===== src/hdl/assert_macros.svh =====
// ----------------------------------------------------------------------------
// Assertion macros
// Concurrent assertion helpers for the d/q current regulator. Synthesis
// builds define SYNTH so that every use expands to nothing.
// ----------------------------------------------------------------------------
`ifndef ASSERT_MACROS_SVH
`define ASSERT_MACROS_SVH

`ifndef SYNTH

// Same-cycle implication: whenever a holds, c holds too.
`define DQPI_ASSERT_IMP(lbl, clk, rstn, a, c) \
  lbl: assert property (@(posedge clk) disable iff (!rstn) (a) |-> (c)) \
    else $error("dqpi assertion failed");

// Next-cycle implication: whenever a holds, c holds in the cycle after.
`define DQPI_ASSERT_NXT(lbl, clk, rstn, a, c) \
  lbl: assert property (@(posedge clk) disable iff (!rstn) (a) |=> (c)) \
    else $error("dqpi assertion failed");

`else

`define DQPI_ASSERT_IMP(lbl, clk, rstn, a, c)
`define DQPI_ASSERT_NXT(lbl, clk, rstn, a, c)

`endif

`endif


===== src/hdl/dqpi_pkg.sv =====
// ----------------------------------------------------------------------------
// dqpi_pkg
// Shared widths, codes, microcode format and program counter constants of the
// d/q current regulator.
// ----------------------------------------------------------------------------
`default_nettype none

package dqpi_pkg;

  // Field and datapath widths
  localparam int CUR_W      = 16;
  localparam int CLIP_W     = 17;
  localparam int ERR_W      = 17;
  localparam int PREV_W     = 18;
  localparam int SUM_W      = 18;
  localparam int INTEG_W    = 48;
  localparam int LIM_W      = 15;
  localparam int PGAIN_W    = 16;
  localparam int IGAIN_W    = 24;
  localparam int PERIOD_W   = 24;
  localparam int ACTION_W   = 2;

  // Shared multiplier: signed 25 x 21
  localparam int MUL_A_W    = 25;
  localparam int MUL_B_W    = 21;
  localparam int PROD_W     = MUL_A_W + MUL_B_W;
  localparam int ACC_W      = 66;
  localparam int P_W        = 34;

  // The clamped integral fits 40 signed bits; it is multiplied in two halves.
  localparam int LO_W        = 20;
  localparam int IHI_LSB     = LO_W;
  localparam int IHI_MSB     = 39;
  localparam int IFRAC_SHIFT = 24;
  localparam int ILIM_SHIFT  = 24;
  localparam int VOLT_SHIFT  = 8;

  // Configuration port
  localparam int CFG_IDX_W  = 3;
  localparam int CFG_DATA_W = 24;

  localparam logic [CFG_IDX_W-1:0] REG_PROP_GAIN     = 3'd0;
  localparam logic [CFG_IDX_W-1:0] REG_INTEG_GAIN    = 3'd1;
  localparam logic [CFG_IDX_W-1:0] REG_D_REF_LIMIT   = 3'd2;
  localparam logic [CFG_IDX_W-1:0] REG_Q_REF_LIMIT   = 3'd3;
  localparam logic [CFG_IDX_W-1:0] REG_D_INTEG_LIMIT = 3'd4;
  localparam logic [CFG_IDX_W-1:0] REG_Q_INTEG_LIMIT = 3'd5;
  localparam logic [CFG_IDX_W-1:0] REG_STEP_PERIOD   = 3'd6;

  localparam logic [PGAIN_W-1:0]  RST_PROP_GAIN   = 16'd51;
  localparam logic [IGAIN_W-1:0]  RST_INTEG_GAIN  = 24'd25600;
  localparam logic [LIM_W-1:0]    RST_REF_LIMIT   = 15'd3840;
  localparam logic [LIM_W-1:0]    RST_INTEG_LIMIT = 15'd25600;
  localparam logic [PERIOD_W-1:0] RST_STEP_PERIOD = 24'd1678;

  // Actions
  localparam logic [ACTION_W-1:0] ACT_SAMPLE = 2'd0;
  localparam logic [ACTION_W-1:0] ACT_START  = 2'd1;
  localparam logic [ACTION_W-1:0] ACT_STOP   = 2'd2;

  // Stream payload widths
  localparam int IN_DATA_W  = 4 * CUR_W;
  localparam int OUT_DATA_W = 72;
  localparam int OUT_PAD_W  = OUT_DATA_W - 2 * CUR_W - 2 * CLIP_W;

  // Program counter
  localparam int PC_W     = 5;
  localparam int PROG_LEN = 26;

  localparam logic [PC_W-1:0] PC_DONE = 5'd24;
  localparam logic [PC_W-1:0] PC_CLR  = 5'd25;

  localparam logic AXIS_D = 1'b0;
  localparam logic AXIS_Q = 1'b1;

  typedef enum logic [3:0] {
    OP_NOP,
    OP_ERR,    // clamp reference, record clip, form error
    OP_SUM,    // error plus previous error, previous error updated
    OP_MULI,   // step period times error sum
    OP_ADDI,   // integral plus half the product
    OP_CLMPI,  // clamp and store the integral
    OP_MULP,   // proportional term
    OP_MULLO,  // integral gain times low half of the integral
    OP_MULHI,  // integral gain times high half of the integral
    OP_ADDHI,  // merge the two halves
    OP_ADDP,   // scale integral term and add proportional term
    OP_SAT,    // scale, saturate and hold the voltage
    OP_CLR,    // start or stop
    OP_DONE
  } op_e;

  typedef enum logic [1:0] {
    JC_NONE,
    JC_CTRL,   // start or stop request
    JC_NOREG,  // nothing to regulate
    JC_ALWAYS
  } jcond_e;

  typedef struct packed {
    op_e             op;
    logic            axis;
    jcond_e          jc;
    logic [PC_W-1:0] target;
  } ucode_t;

  typedef struct packed {
    logic exec;
    op_e  op;
    logic axis;
  } dp_ctrl_t;

  typedef struct packed {
    logic is_ctrl;
    logic no_reg;
  } dp_stat_t;

  typedef struct packed {
    logic busy;
    logic finish;
  } seq_stat_t;

  typedef struct packed {
    logic [PGAIN_W-1:0]  prop_gain;
    logic [IGAIN_W-1:0]  integ_gain;
    logic [LIM_W-1:0]    d_ref_limit;
    logic [LIM_W-1:0]    q_ref_limit;
    logic [LIM_W-1:0]    d_integ_limit;
    logic [LIM_W-1:0]    q_integ_limit;
    logic [PERIOD_W-1:0] step_period;
  } cfg_t;

  function automatic ucode_t uw(op_e op, logic axis, jcond_e jc,
                                logic [PC_W-1:0] target);
    ucode_t w;
    w.op     = op;
    w.axis   = axis;
    w.jc     = jc;
    w.target = target;
    return w;
  endfunction

endpackage

`default_nettype wire


===== src/hdl/dqpi_ucode_rom.sv =====
// ----------------------------------------------------------------------------
// dqpi_ucode_rom
// Control program of the regulator: one control word per step.
// ----------------------------------------------------------------------------
`default_nettype none

module dqpi_ucode_rom import dqpi_pkg::*; (
  input  logic [PC_W-1:0] pc_i,
  output ucode_t          word_o
);

  always_comb begin
    case (pc_i)
      // Dispatch on the request kind.
      5'd0:  word_o = uw(OP_NOP,   AXIS_D, JC_CTRL,   PC_CLR);
      5'd1:  word_o = uw(OP_NOP,   AXIS_D, JC_NOREG,  PC_DONE);
      // d axis
      5'd2:  word_o = uw(OP_ERR,   AXIS_D, JC_NONE,   '0);
      5'd3:  word_o = uw(OP_SUM,   AXIS_D, JC_NONE,   '0);
      5'd4:  word_o = uw(OP_MULI,  AXIS_D, JC_NONE,   '0);
      5'd5:  word_o = uw(OP_ADDI,  AXIS_D, JC_NONE,   '0);
      5'd6:  word_o = uw(OP_CLMPI, AXIS_D, JC_NONE,   '0);
      5'd7:  word_o = uw(OP_MULP,  AXIS_D, JC_NONE,   '0);
      5'd8:  word_o = uw(OP_MULLO, AXIS_D, JC_NONE,   '0);
      5'd9:  word_o = uw(OP_MULHI, AXIS_D, JC_NONE,   '0);
      5'd10: word_o = uw(OP_ADDHI, AXIS_D, JC_NONE,   '0);
      5'd11: word_o = uw(OP_ADDP,  AXIS_D, JC_NONE,   '0);
      5'd12: word_o = uw(OP_SAT,   AXIS_D, JC_NONE,   '0);
      // q axis
      5'd13: word_o = uw(OP_ERR,   AXIS_Q, JC_NONE,   '0);
      5'd14: word_o = uw(OP_SUM,   AXIS_Q, JC_NONE,   '0);
      5'd15: word_o = uw(OP_MULI,  AXIS_Q, JC_NONE,   '0);
      5'd16: word_o = uw(OP_ADDI,  AXIS_Q, JC_NONE,   '0);
      5'd17: word_o = uw(OP_CLMPI, AXIS_Q, JC_NONE,   '0);
      5'd18: word_o = uw(OP_MULP,  AXIS_Q, JC_NONE,   '0);
      5'd19: word_o = uw(OP_MULLO, AXIS_Q, JC_NONE,   '0);
      5'd20: word_o = uw(OP_MULHI, AXIS_Q, JC_NONE,   '0);
      5'd21: word_o = uw(OP_ADDHI, AXIS_Q, JC_NONE,   '0);
      5'd22: word_o = uw(OP_ADDP,  AXIS_Q, JC_NONE,   '0);
      5'd23: word_o = uw(OP_SAT,   AXIS_Q, JC_NONE,   '0);
      // Finish, and the start/stop path that joins it.
      5'd24: word_o = uw(OP_DONE,  AXIS_D, JC_NONE,   '0);
      5'd25: word_o = uw(OP_CLR,   AXIS_D, JC_ALWAYS, PC_DONE);
      default: word_o = uw(OP_DONE, AXIS_D, JC_NONE,  '0);
    endcase
  end

endmodule

`default_nettype wire


===== src/hdl/dqpi_sequencer.sv =====
// ----------------------------------------------------------------------------
// dqpi_sequencer
// Step counter with conditional jumps over the control program.
// ----------------------------------------------------------------------------
`default_nettype none

module dqpi_sequencer import dqpi_pkg::*; (
  input  logic      clk_i,
  input  logic      rst_ni,
  input  logic      start_i,
  input  logic      out_free_i,
  input  dp_stat_t  stat_i,
  output dp_ctrl_t  ctrl_o,
  output seq_stat_t seq_o
);

  logic [PC_W-1:0] pc_q, pc_d;
  logic            busy_q, busy_d;
  logic            finish;
  logic            take_jump;
  ucode_t          word;

  dqpi_ucode_rom u_rom (
    .pc_i   (pc_q),
    .word_o (word)
  );

  always_comb begin
    case (word.jc)
      JC_NONE:   take_jump = 1'b0;
      JC_CTRL:   take_jump = stat_i.is_ctrl;
      JC_NOREG:  take_jump = stat_i.no_reg;
      JC_ALWAYS: take_jump = 1'b1;
      default:   take_jump = 1'b0;
    endcase
  end

  always_comb begin
    pc_d   = pc_q;
    busy_d = busy_q;
    finish = 1'b0;
    if (!busy_q) begin
      if (start_i) begin
        busy_d = 1'b1;
        pc_d   = '0;
      end
    end else if (word.op == OP_DONE) begin
      // The result leaves only when the output register can take it.
      if (out_free_i) begin
        busy_d = 1'b0;
        finish = 1'b1;
      end
    end else if (take_jump) begin
      pc_d = word.target;
    end else begin
      pc_d = pc_q + 1'b1;
    end
  end

  always_ff @(posedge clk_i or negedge rst_ni) begin
    if (!rst_ni) begin
      pc_q   <= '0;
      busy_q <= 1'b0;
    end else begin
      pc_q   <= pc_d;
      busy_q <= busy_d;
    end
  end

  assign ctrl_o.exec = busy_q;
  assign ctrl_o.op   = word.op;
  assign ctrl_o.axis = word.axis;

  assign seq_o.busy   = busy_q;
  assign seq_o.finish = finish;

endmodule

`default_nettype wire


===== src/hdl/dqpi_datapath.sv =====
// ----------------------------------------------------------------------------
// dqpi_datapath
// Regulator state, one shared signed multiplier and the adders, clamps and
// saturation that the control words select.
// ----------------------------------------------------------------------------
`default_nettype none

module dqpi_datapath import dqpi_pkg::*; (
  input  logic                clk_i,
  input  logic                rst_ni,
  input  logic                load_i,
  input  logic [ACTION_W-1:0] action_i,
  input  logic [CUR_W-1:0]    d_ref_i,
  input  logic [CUR_W-1:0]    q_ref_i,
  input  logic [CUR_W-1:0]    d_meas_i,
  input  logic [CUR_W-1:0]    q_meas_i,
  input  cfg_t                cfg_i,
  input  dp_ctrl_t            ctrl_i,
  output dp_stat_t            stat_o,
  output logic                active_o,
  output logic                running_o,
  output logic [CUR_W-1:0]    d_volt_o,
  output logic [CUR_W-1:0]    q_volt_o,
  output logic [CLIP_W-1:0]   d_clip_o,
  output logic [CLIP_W-1:0]   q_clip_o
);

  localparam logic signed [ACC_W-1:0] V_MAX =
    {{(ACC_W-CUR_W+1){1'b0}}, {(CUR_W-1){1'b1}}};
  localparam logic signed [ACC_W-1:0] V_MIN = ~V_MAX;

  // State
  logic                       running_q;
  logic signed [INTEG_W-1:0]  integ_q [2];
  logic signed [PREV_W-1:0]   prev_q  [2];
  logic        [CUR_W-1:0]    volt_q  [2];

  // Item and working registers
  logic [ACTION_W-1:0]        action_q;
  logic [CUR_W-1:0]           ref_q   [2];
  logic [CUR_W-1:0]           meas_q  [2];
  logic [CLIP_W-1:0]          clip_q  [2];
  logic signed [ERR_W-1:0]    err_q;
  logic signed [SUM_W-1:0]    sum_q;
  logic signed [PROD_W-1:0]   prod_q;
  logic signed [ACC_W-1:0]    acc_q;
  logic signed [P_W-1:0]      p_q;

  logic                       ax;
  logic [LIM_W-1:0]           ref_lim;
  logic [LIM_W-1:0]           integ_lim;
  logic signed [ERR_W-1:0]    ref_x, meas_x, lim_x, cref, err_new, clip_new;
  logic signed [SUM_W-1:0]    err_ext, sum_new;
  logic signed [MUL_A_W-1:0]  mul_a;
  logic signed [MUL_B_W-1:0]  mul_b;
  logic signed [PROD_W-1:0]   mul_p;
  logic signed [ACC_W-1:0]    ilim_x, acc_addi, acc_clamp, acc_addhi, acc_addp;
  logic signed [ACC_W-1:0]    v_full, v_sat;
  logic signed [INTEG_W-1:0]  integ_cur;

  assign ax        = ctrl_i.axis;
  assign ref_lim   = ax ? cfg_i.q_ref_limit   : cfg_i.d_ref_limit;
  assign integ_lim = ax ? cfg_i.q_integ_limit : cfg_i.d_integ_limit;
  assign integ_cur = integ_q[ax];

  // Reference clamp and error
  assign ref_x    = {ref_q[ax][CUR_W-1], ref_q[ax]};
  assign meas_x   = {meas_q[ax][CUR_W-1], meas_q[ax]};
  assign lim_x    = {{(ERR_W-LIM_W){1'b0}}, ref_lim};
  assign cref     = (ref_x > lim_x) ? lim_x : ((ref_x < -lim_x) ? -lim_x : ref_x);
  assign err_new  = cref - meas_x;
  assign clip_new = ref_x - cref;

  assign err_ext = {err_q[ERR_W-1], err_q};
  assign sum_new = err_ext + prev_q[ax];

  // Shared multiplier operand selection
  always_comb begin
    case (ctrl_i.op)
      OP_MULI: begin
        mul_a = {{(MUL_A_W-PERIOD_W){1'b0}}, cfg_i.step_period};
        mul_b = {{(MUL_B_W-SUM_W){sum_q[SUM_W-1]}}, sum_q};
      end
      OP_MULP: begin
        mul_a = {{(MUL_A_W-PGAIN_W){1'b0}}, cfg_i.prop_gain};
        mul_b = {{(MUL_B_W-ERR_W){err_q[ERR_W-1]}}, err_q};
      end
      OP_MULLO: begin
        mul_a = {{(MUL_A_W-IGAIN_W){1'b0}}, cfg_i.integ_gain};
        mul_b = {{(MUL_B_W-LO_W){1'b0}}, integ_cur[LO_W-1:0]};
      end
      OP_MULHI: begin
        mul_a = {{(MUL_A_W-IGAIN_W){1'b0}}, cfg_i.integ_gain};
        mul_b = {{(MUL_B_W-(IHI_MSB-IHI_LSB+1)){integ_cur[IHI_MSB]}},
                 integ_cur[IHI_MSB:IHI_LSB]};
      end
      default: begin
        mul_a = '0;
        mul_b = '0;
      end
    endcase
  end

  assign mul_p = mul_a * mul_b;

  // Integral update and clamp
  assign acc_addi  = ACC_W'(integ_cur) + ACC_W'(prod_q >>> 1);
  assign ilim_x    = {{(ACC_W-LIM_W-ILIM_SHIFT){1'b0}}, integ_lim, {ILIM_SHIFT{1'b0}}};
  assign acc_clamp = (acc_q > ilim_x) ? ilim_x :
                     ((acc_q < -ilim_x) ? -ilim_x : acc_q);

  // Voltage
  assign acc_addhi = acc_q + (ACC_W'(prod_q) <<< IHI_LSB);
  assign acc_addp  = (acc_q >>> IFRAC_SHIFT) + ACC_W'(p_q);
  assign v_full    = acc_q >>> VOLT_SHIFT;
  assign v_sat     = (v_full > V_MAX) ? V_MAX : ((v_full < V_MIN) ? V_MIN : v_full);

  always_ff @(posedge clk_i or negedge rst_ni) begin
    if (!rst_ni) begin
      running_q  <= 1'b0;
      integ_q[0] <= '0;
      integ_q[1] <= '0;
      prev_q[0]  <= '0;
      prev_q[1]  <= '0;
      volt_q[0]  <= '0;
      volt_q[1]  <= '0;
    end else if (ctrl_i.exec) begin
      case (ctrl_i.op)
        OP_SUM:   prev_q[ax]  <= err_ext;
        OP_CLMPI: integ_q[ax] <= acc_clamp[INTEG_W-1:0];
        OP_SAT:   volt_q[ax]  <= v_sat[CUR_W-1:0];
        OP_CLR: begin
          // The previous errors survive a start or stop.
          running_q  <= (action_q == ACT_START);
          integ_q[0] <= '0;
          integ_q[1] <= '0;
          volt_q[0]  <= '0;
          volt_q[1]  <= '0;
        end
        default: ;
      endcase
    end
  end

  always_ff @(posedge clk_i) begin
    if (load_i) begin
      action_q  <= action_i;
      ref_q[0]  <= d_ref_i;
      ref_q[1]  <= q_ref_i;
      meas_q[0] <= d_meas_i;
      meas_q[1] <= q_meas_i;
      clip_q[0] <= '0;
      clip_q[1] <= '0;
    end else if (ctrl_i.exec) begin
      case (ctrl_i.op)
        OP_ERR: begin
          err_q      <= err_new;
          clip_q[ax] <= clip_new;
        end
        OP_SUM:   sum_q  <= sum_new;
        OP_MULI:  prod_q <= mul_p;
        OP_ADDI:  acc_q  <= acc_addi;
        OP_MULP:  p_q    <= mul_p[P_W-1:0];
        OP_MULLO: acc_q  <= ACC_W'(mul_p);
        OP_MULHI: prod_q <= mul_p;
        OP_ADDHI: acc_q  <= acc_addhi;
        OP_ADDP:  acc_q  <= acc_addp;
        default: ;
      endcase
    end
  end

  assign stat_o.is_ctrl = (action_q == ACT_START) || (action_q == ACT_STOP);
  assign stat_o.no_reg  = !((action_q == ACT_SAMPLE) && running_q);

  assign active_o  = (action_q == ACT_SAMPLE) && running_q;
  assign running_o = running_q;
  assign d_volt_o  = volt_q[0];
  assign q_volt_o  = volt_q[1];
  assign d_clip_o  = clip_q[0];
  assign q_clip_o  = clip_q[1];

endmodule

`default_nettype wire


===== src/hdl/dq_current_pi_regulator.sv =====
// ----------------------------------------------------------------------------
// dq_current_pi_regulator
// Two-axis d/q current PI regulator run by a microcoded sequencer over one
// shared multiplier.
// ----------------------------------------------------------------------------
//   Channel   Direction  Handshake                 Payload
//   s_axis    in         s_axis_tvalid/tready      tdata: refs, meas; tuser: action
//   m_axis    out        m_axis_tvalid/tready      tdata: volts, clips; tuser: active
//   cfg       in         cfg_we_i (no stall)       cfg_idx_i, cfg_data_i
//
// A regulated sample runs both axes through the one multiplier step by step,
// as the control program sets out; start, stop and unregulated samples jump
// past the axis steps to the end of the program.
// Reset brings the registers to their defaults and the regulator to stopped.
// A new request is taken while a finished result waits; the sequencer holds
// at its last step only if the previous result is still waiting.
// ----------------------------------------------------------------------------
`default_nettype none

`include "assert_macros.svh"

module dq_current_pi_regulator import dqpi_pkg::*; (
  input  logic                  clk_i,
  input  logic                  rst_ni,
  // Request stream
  input  logic                  s_axis_tvalid,
  output logic                  s_axis_tready,
  input  logic [IN_DATA_W-1:0]  s_axis_tdata,   // d_ref, q_ref, d_meas, q_meas
  input  logic [ACTION_W-1:0]   s_axis_tuser,   // action
  // Result stream
  output logic                  m_axis_tvalid,
  input  logic                  m_axis_tready,
  output logic [OUT_DATA_W-1:0] m_axis_tdata,   // d_volt, q_volt, d_clip, q_clip, pad
  output logic [0:0]            m_axis_tuser,   // active
  // Configuration
  input  logic                  cfg_we_i,
  input  logic [CFG_IDX_W-1:0]  cfg_idx_i,
  input  logic [CFG_DATA_W-1:0] cfg_data_i
);

  cfg_t                  cfg_q;
  dp_ctrl_t              dp_ctrl;
  dp_stat_t              dp_stat;
  seq_stat_t             seq_stat;
  logic                  in_fire;
  logic                  out_free;
  logic                  active;
  logic                  running;
  logic [CUR_W-1:0]      d_volt, q_volt;
  logic [CLIP_W-1:0]     d_clip, q_clip;
  logic                  m_valid_q;
  logic [OUT_DATA_W-1:0] m_data_q;
  logic [0:0]            m_user_q;

  always_ff @(posedge clk_i or negedge rst_ni) begin
    if (!rst_ni) begin
      cfg_q.prop_gain     <= RST_PROP_GAIN;
      cfg_q.integ_gain    <= RST_INTEG_GAIN;
      cfg_q.d_ref_limit   <= RST_REF_LIMIT;
      cfg_q.q_ref_limit   <= RST_REF_LIMIT;
      cfg_q.d_integ_limit <= RST_INTEG_LIMIT;
      cfg_q.q_integ_limit <= RST_INTEG_LIMIT;
      cfg_q.step_period   <= RST_STEP_PERIOD;
    end else if (cfg_we_i) begin
      case (cfg_idx_i)
        REG_PROP_GAIN:     cfg_q.prop_gain     <= cfg_data_i[PGAIN_W-1:0];
        REG_INTEG_GAIN:    cfg_q.integ_gain    <= cfg_data_i[IGAIN_W-1:0];
        REG_D_REF_LIMIT:   cfg_q.d_ref_limit   <= cfg_data_i[LIM_W-1:0];
        REG_Q_REF_LIMIT:   cfg_q.q_ref_limit   <= cfg_data_i[LIM_W-1:0];
        REG_D_INTEG_LIMIT: cfg_q.d_integ_limit <= cfg_data_i[LIM_W-1:0];
        REG_Q_INTEG_LIMIT: cfg_q.q_integ_limit <= cfg_data_i[LIM_W-1:0];
        REG_STEP_PERIOD:   cfg_q.step_period   <= cfg_data_i[PERIOD_W-1:0];
        default: ;
      endcase
    end
  end

  assign s_axis_tready = !seq_stat.busy;
  assign in_fire       = s_axis_tvalid && s_axis_tready;
  assign out_free      = !m_valid_q || m_axis_tready;

  dqpi_sequencer u_seq (
    .clk_i      (clk_i),
    .rst_ni     (rst_ni),
    .start_i    (in_fire),
    .out_free_i (out_free),
    .stat_i     (dp_stat),
    .ctrl_o     (dp_ctrl),
    .seq_o      (seq_stat)
  );

  dqpi_datapath u_dp (
    .clk_i     (clk_i),
    .rst_ni    (rst_ni),
    .load_i    (in_fire),
    .action_i  (s_axis_tuser),
    .d_ref_i   (s_axis_tdata[CUR_W-1:0]),
    .q_ref_i   (s_axis_tdata[2*CUR_W-1:CUR_W]),
    .d_meas_i  (s_axis_tdata[3*CUR_W-1:2*CUR_W]),
    .q_meas_i  (s_axis_tdata[4*CUR_W-1:3*CUR_W]),
    .cfg_i     (cfg_q),
    .ctrl_i    (dp_ctrl),
    .stat_o    (dp_stat),
    .active_o  (active),
    .running_o (running),
    .d_volt_o  (d_volt),
    .q_volt_o  (q_volt),
    .d_clip_o  (d_clip),
    .q_clip_o  (q_clip)
  );

  // Output register
  always_ff @(posedge clk_i or negedge rst_ni) begin
    if (!rst_ni) begin
      m_valid_q <= 1'b0;
    end else if (seq_stat.finish) begin
      m_valid_q <= 1'b1;
    end else if (m_axis_tready) begin
      m_valid_q <= 1'b0;
    end
  end

  always_ff @(posedge clk_i) begin
    if (seq_stat.finish) begin
      m_data_q <= {{OUT_PAD_W{1'b0}}, q_clip, d_clip, q_volt, d_volt};
      m_user_q <= active;
    end
  end

  assign m_axis_tvalid = m_valid_q;
  assign m_axis_tdata  = m_data_q;
  assign m_axis_tuser  = m_user_q;

  `DQPI_ASSERT_NXT(a_start_busy, clk_i, rst_ni, in_fire, seq_stat.busy)
  `DQPI_ASSERT_IMP(a_no_overwrite, clk_i, rst_ni, seq_stat.finish, !m_valid_q || m_axis_tready)
  `DQPI_ASSERT_NXT(a_finish_out, clk_i, rst_ni, seq_stat.finish, !seq_stat.busy && m_valid_q)
  `DQPI_ASSERT_IMP(a_active_running, clk_i, rst_ni, seq_stat.finish && active, running)

endmodule

`default_nettype wire


===== config.mk =====
export PLATFORM = sky130hd
export DESIGN_NAME = dq_current_pi_regulator
export DESIGN_NICKNAME = d
export VERILOG_FILES = /design/src/hdl/dqpi_pkg.sv /design/src/hdl/dqpi_ucode_rom.sv /design/src/hdl/dqpi_sequencer.sv /design/src/hdl/dqpi_datapath.sv /design/src/hdl/dq_current_pi_regulator.sv
export VERILOG_INCLUDE_DIRS = /design/src /design/src/hdl
export SDC_FILE = /design/constraint.sdc
export NUM_CORES = 2
export LEC_CHECK = 0
export BUFFER_PORTS_ARGS = -buffer_cell sky130_fd_sc_hd__buf_4
export CAP_MARGIN = 20
export CORE_ASPECT_RATIO = 1.75
export CORE_UTILIZATION = 60
export DETAILED_ROUTE_END_ITERATION = 10
export PLACE_DENSITY = 0.76
export SYNTH_ARGS = -nofsm -noshare
export SYNTH_HDL_FRONTEND = slang
export SYNTH_HIERARCHICAL = 1
export SYNTH_SLANG_ARGS = --single-unit

===== constraint.sdc =====
create_clock -name clk_i -period 10.7 [get_ports clk_i]
set_input_delay 0.535 -clock clk_i [delete_from_list [all_inputs] [get_ports clk_i]]
set_output_delay 0.535 -clock clk_i [all_outputs]
set_load 0.05 [all_outputs]

==> results.tsv <==
metric	value	unit
synth_top_family_by_area	adder cells	
max-slew-margin-rel	0.228	
synth_top_flop_cell	edfxtp_1	
synth_adder_area_share	0.256	
hold_path.class	in2reg	
worst-path-max-fanout	30	
synth_compound_area_frac	0.144	
clock_path_buffers	3	
startpoint_type	flip-flop	
ys_seq_area_frac	0.320	
ys_warn_count	6	
area_growth_syn_to_layout	10.3	%
dpl.hpwl	155000	um
run_status	finished, final reports clean	
place_congestion	1.11	
finalCriticalPeriod	10.24	ns
syn_inst	5617	
max-cap-violations	0	
cpPeakStageDelay	0.80	ns
synth-edff-count	348	
layout.nets	6766	
fill_cells	7253	
ys_ff_latch	642	
synth.area.mux_share	0.0621	
endpoint_kind	flip-flop	
crit_slowest_cell	fa_1	
grt_pass1_vias	47200	
fin_area	0.0615	mm2
synth_xor_area_frac	0.0355	
crit_top_cell	fa_1	
final-max-slew-violation-count	0	
start_util	0.606	
final_antenna_net_count	0	
drc	0	
htree_levels	2	
post-synth-top-count-cell	inv_1	
crit_start	u_seq/pc_q[1]$_DFFE_PN0P_	
async_flop_share	0.458	
io_pins	173	
clk_pin_slew_worst_paths	0.07	ns
dieArea	0.0942	mm2
viasPerCell	6.48	
dr.first_iter.drc_count	4144	
cp.required	11.11	ns
wl_per_cell	28.3	um
cts_inserted_buffers	60	
fmax	0.0976	GHz
wl	199000	um
synth_top_cell_area_share	0.187	
die_y	405	um
syn-cell-area	0.0558	mm2
synth_largest_area_cell	edfxtp_1	
first_pass_iters	7	
rr_startpoint	u_seq/pc_q[1]$_DFFE_PN0P_	
ys_top_cells_by_count	675 x inv_1, 620 x nand2_1, 465 x ha_1	
worstMarginPinSlew	1.16	ns
core	0.0920	mm2
ctsRootBufferMaster	clkbuf_16	
worst-endpoint-arrival	10.65	ns
ys_types	120	
drive_gt1_frac	0.135	
grt_pass1_wl	293000	um
track_usage	0.427	
seq_area	0.0178	mm2
numPortBuffers	166	
crit_type	reg2reg	
rsz0062_at_grt	no	
fp.dieW	232	um
insertion_delay	0.71	ns
syn_avg_cell_area	9.93	um2
yosys.area_share.simple	0.114	
cts_num_sinks	642	
antenna_found_initial	24	
finClkSkew	0.0623	ns
fin_crit_sh	0.957	
finalHoldViolCount	0	
setup_viol	0	
placementRows	147	
multi_input_area	0.0344	mm2
holdCritStartpoint	s_axis_tdata[20]	
synthTopCellsByArea	edfxtp_1 19%, fa_1 15%, dfrtp_1 12%	
placed_area	0.0586	mm2
routed-via-count	45700	
cts_tree	done	
overflow	0	
grt_start_max_net_pins	177	
finalSetupTns	0	ns
logic make-up after synthesis:
kind of cell | Yosys count
multiplexers | 306
AO/OA/AOI/OAI | 1196
other | 2
XOR/XNOR | 226
flip-flops | 642
AND/OR/NAND/NOR | 1398
buffers and inverters | 960
adder cells (fa/ha/maj) | 887
final timing paths:
path | to | slack [ns] | depth (start not counted)
min in group asynchronous | cfg_q[66]$_DFFE_PN0P_ | 0.48 | 2
max in group asynchronous | cfg_q[20]$_DFFE_PN0P_ | 8.69 | 3
setup reg to reg | u_dp/acc_q[39]$_DFFE_PP_ | 0.46 | 35
hold reg to reg | m_axis_tdata[43]$_DFFE_PP_ | 0.41 | 0
hold / removal | u_dp/ref_q[1][4]$_DFFE_PP_ | 0.02 | 1
setup / recovery | u_dp/acc_q[39]$_DFFE_PP_ | 0.46 | 35
timing repair:
action,4_1_cts,5_1_grt
buffers inserted,0,1
gates resized for setup,0,9
endpoints found under the hold margin,115,0
endpoints found under the setup margin,0,24
hold buffers,57,0
area by class of cell:
type                    instances  share of cell area
clock inverters                42             0.00848
clock buffers                  72              0.0267
flip-flops and latches        642               0.290
inverters                     678              0.0414
repair buffers                375              0.0493
diodes                         22            0.000895
well taps                    1192              0.0243
multi-input cells            4024               0.559
flip-flops by register name, summed over array words and instances (netlist names), 2 cells and up:
signal and flops:
u_dp/sum_q 18, m_axis_tdata 66, u_dp/acc_q 66, u_dp/prev_q 34
u_dp/ref_q 32, u_dp/err_q 17, u_dp/p_q 34, u_dp/prod_q 46
u_dp/clip_q 34, cfg_q 124, u_dp/d_volt_o 16, u_dp/q_volt_o 16
u_dp/integ_q 96, u_dp/action_q 2, u_seq/pc_q 5, u_dp/meas_q 32
layer usage:
layer  track usage  part of all wire  vias to the layer above
met5             0           0.00023                        -
met4         0.445              0.13                        6
met3        0.0933             0.082                     1071
met2         0.716              0.48                     2555
met1         0.420              0.31                    22300
li1              -                 -                    19700
placed cells by master (no fill, tap or decap), types with 51 or more instances in the layout:
| cell | instances |
|---|---|
| a31oi_1 | 51 |
| nor2_1 | 332 |
| inv_1 | 675 |
| a21o_1 | 172 |
| nand2_1 | 616 |
| fa_1 | 422 |
| a21oi_1 | 275 |
| buf_4 | 311 |
| a22oi_1 | 66 |
| nand4_1 | 53 |
| a22o_1 | 68 |
| dlygate4sd3_1 | 57 |
| o21ai_0 | 226 |
| ha_1 | 465 |
| mux2i_1 | 51 |
| nand3_1 | 75 |
| xor2_1 | 75 |
| xnor2_1 | 151 |
| mux2_2 | 223 |
| dfrtp_1 | 265 |
| edfxtp_1 | 348 |
| nor3_1 | 52 |
| clkbuf_16 | 62 |
worst max-delay path: cells and delay by family (launching register included):
| kind | cells | cell delay, ns |
|---|---|---|
| compound gates | 10 | 2.20 |
| xor+xnor | 1 | 0.14 |
| fa+ha+maj | 9 | 4.57 |
| buf+inv | 8 | 1.42 |
| flops | 1 | 0.51 |
| simple gates | 7 | 1.06 |
through the flow:
stage / std cells / worst slack [ns] / utilization / hold slack, ns
6_report: 7047 / 0.456 / 0.669 / 0.0212
2_1_floorplan: 5623 / 0.915 / - / 0.239
3_5_place_dp: 6849 / 0.586 / 0.638 / 0.405
4_1_cts: 7020 / 0.503 / 0.667 / 0.000577
5_1_grt: 7040 / 0.0334 / 0.668 / 0.0102
3_3_place_gp: 6849 / 0.707 / 0.638 / 0.401
Power is left out: the tool's default activity adds up to more than one toggle a clock period on the data nets, which glitch-free logic cannot reach.
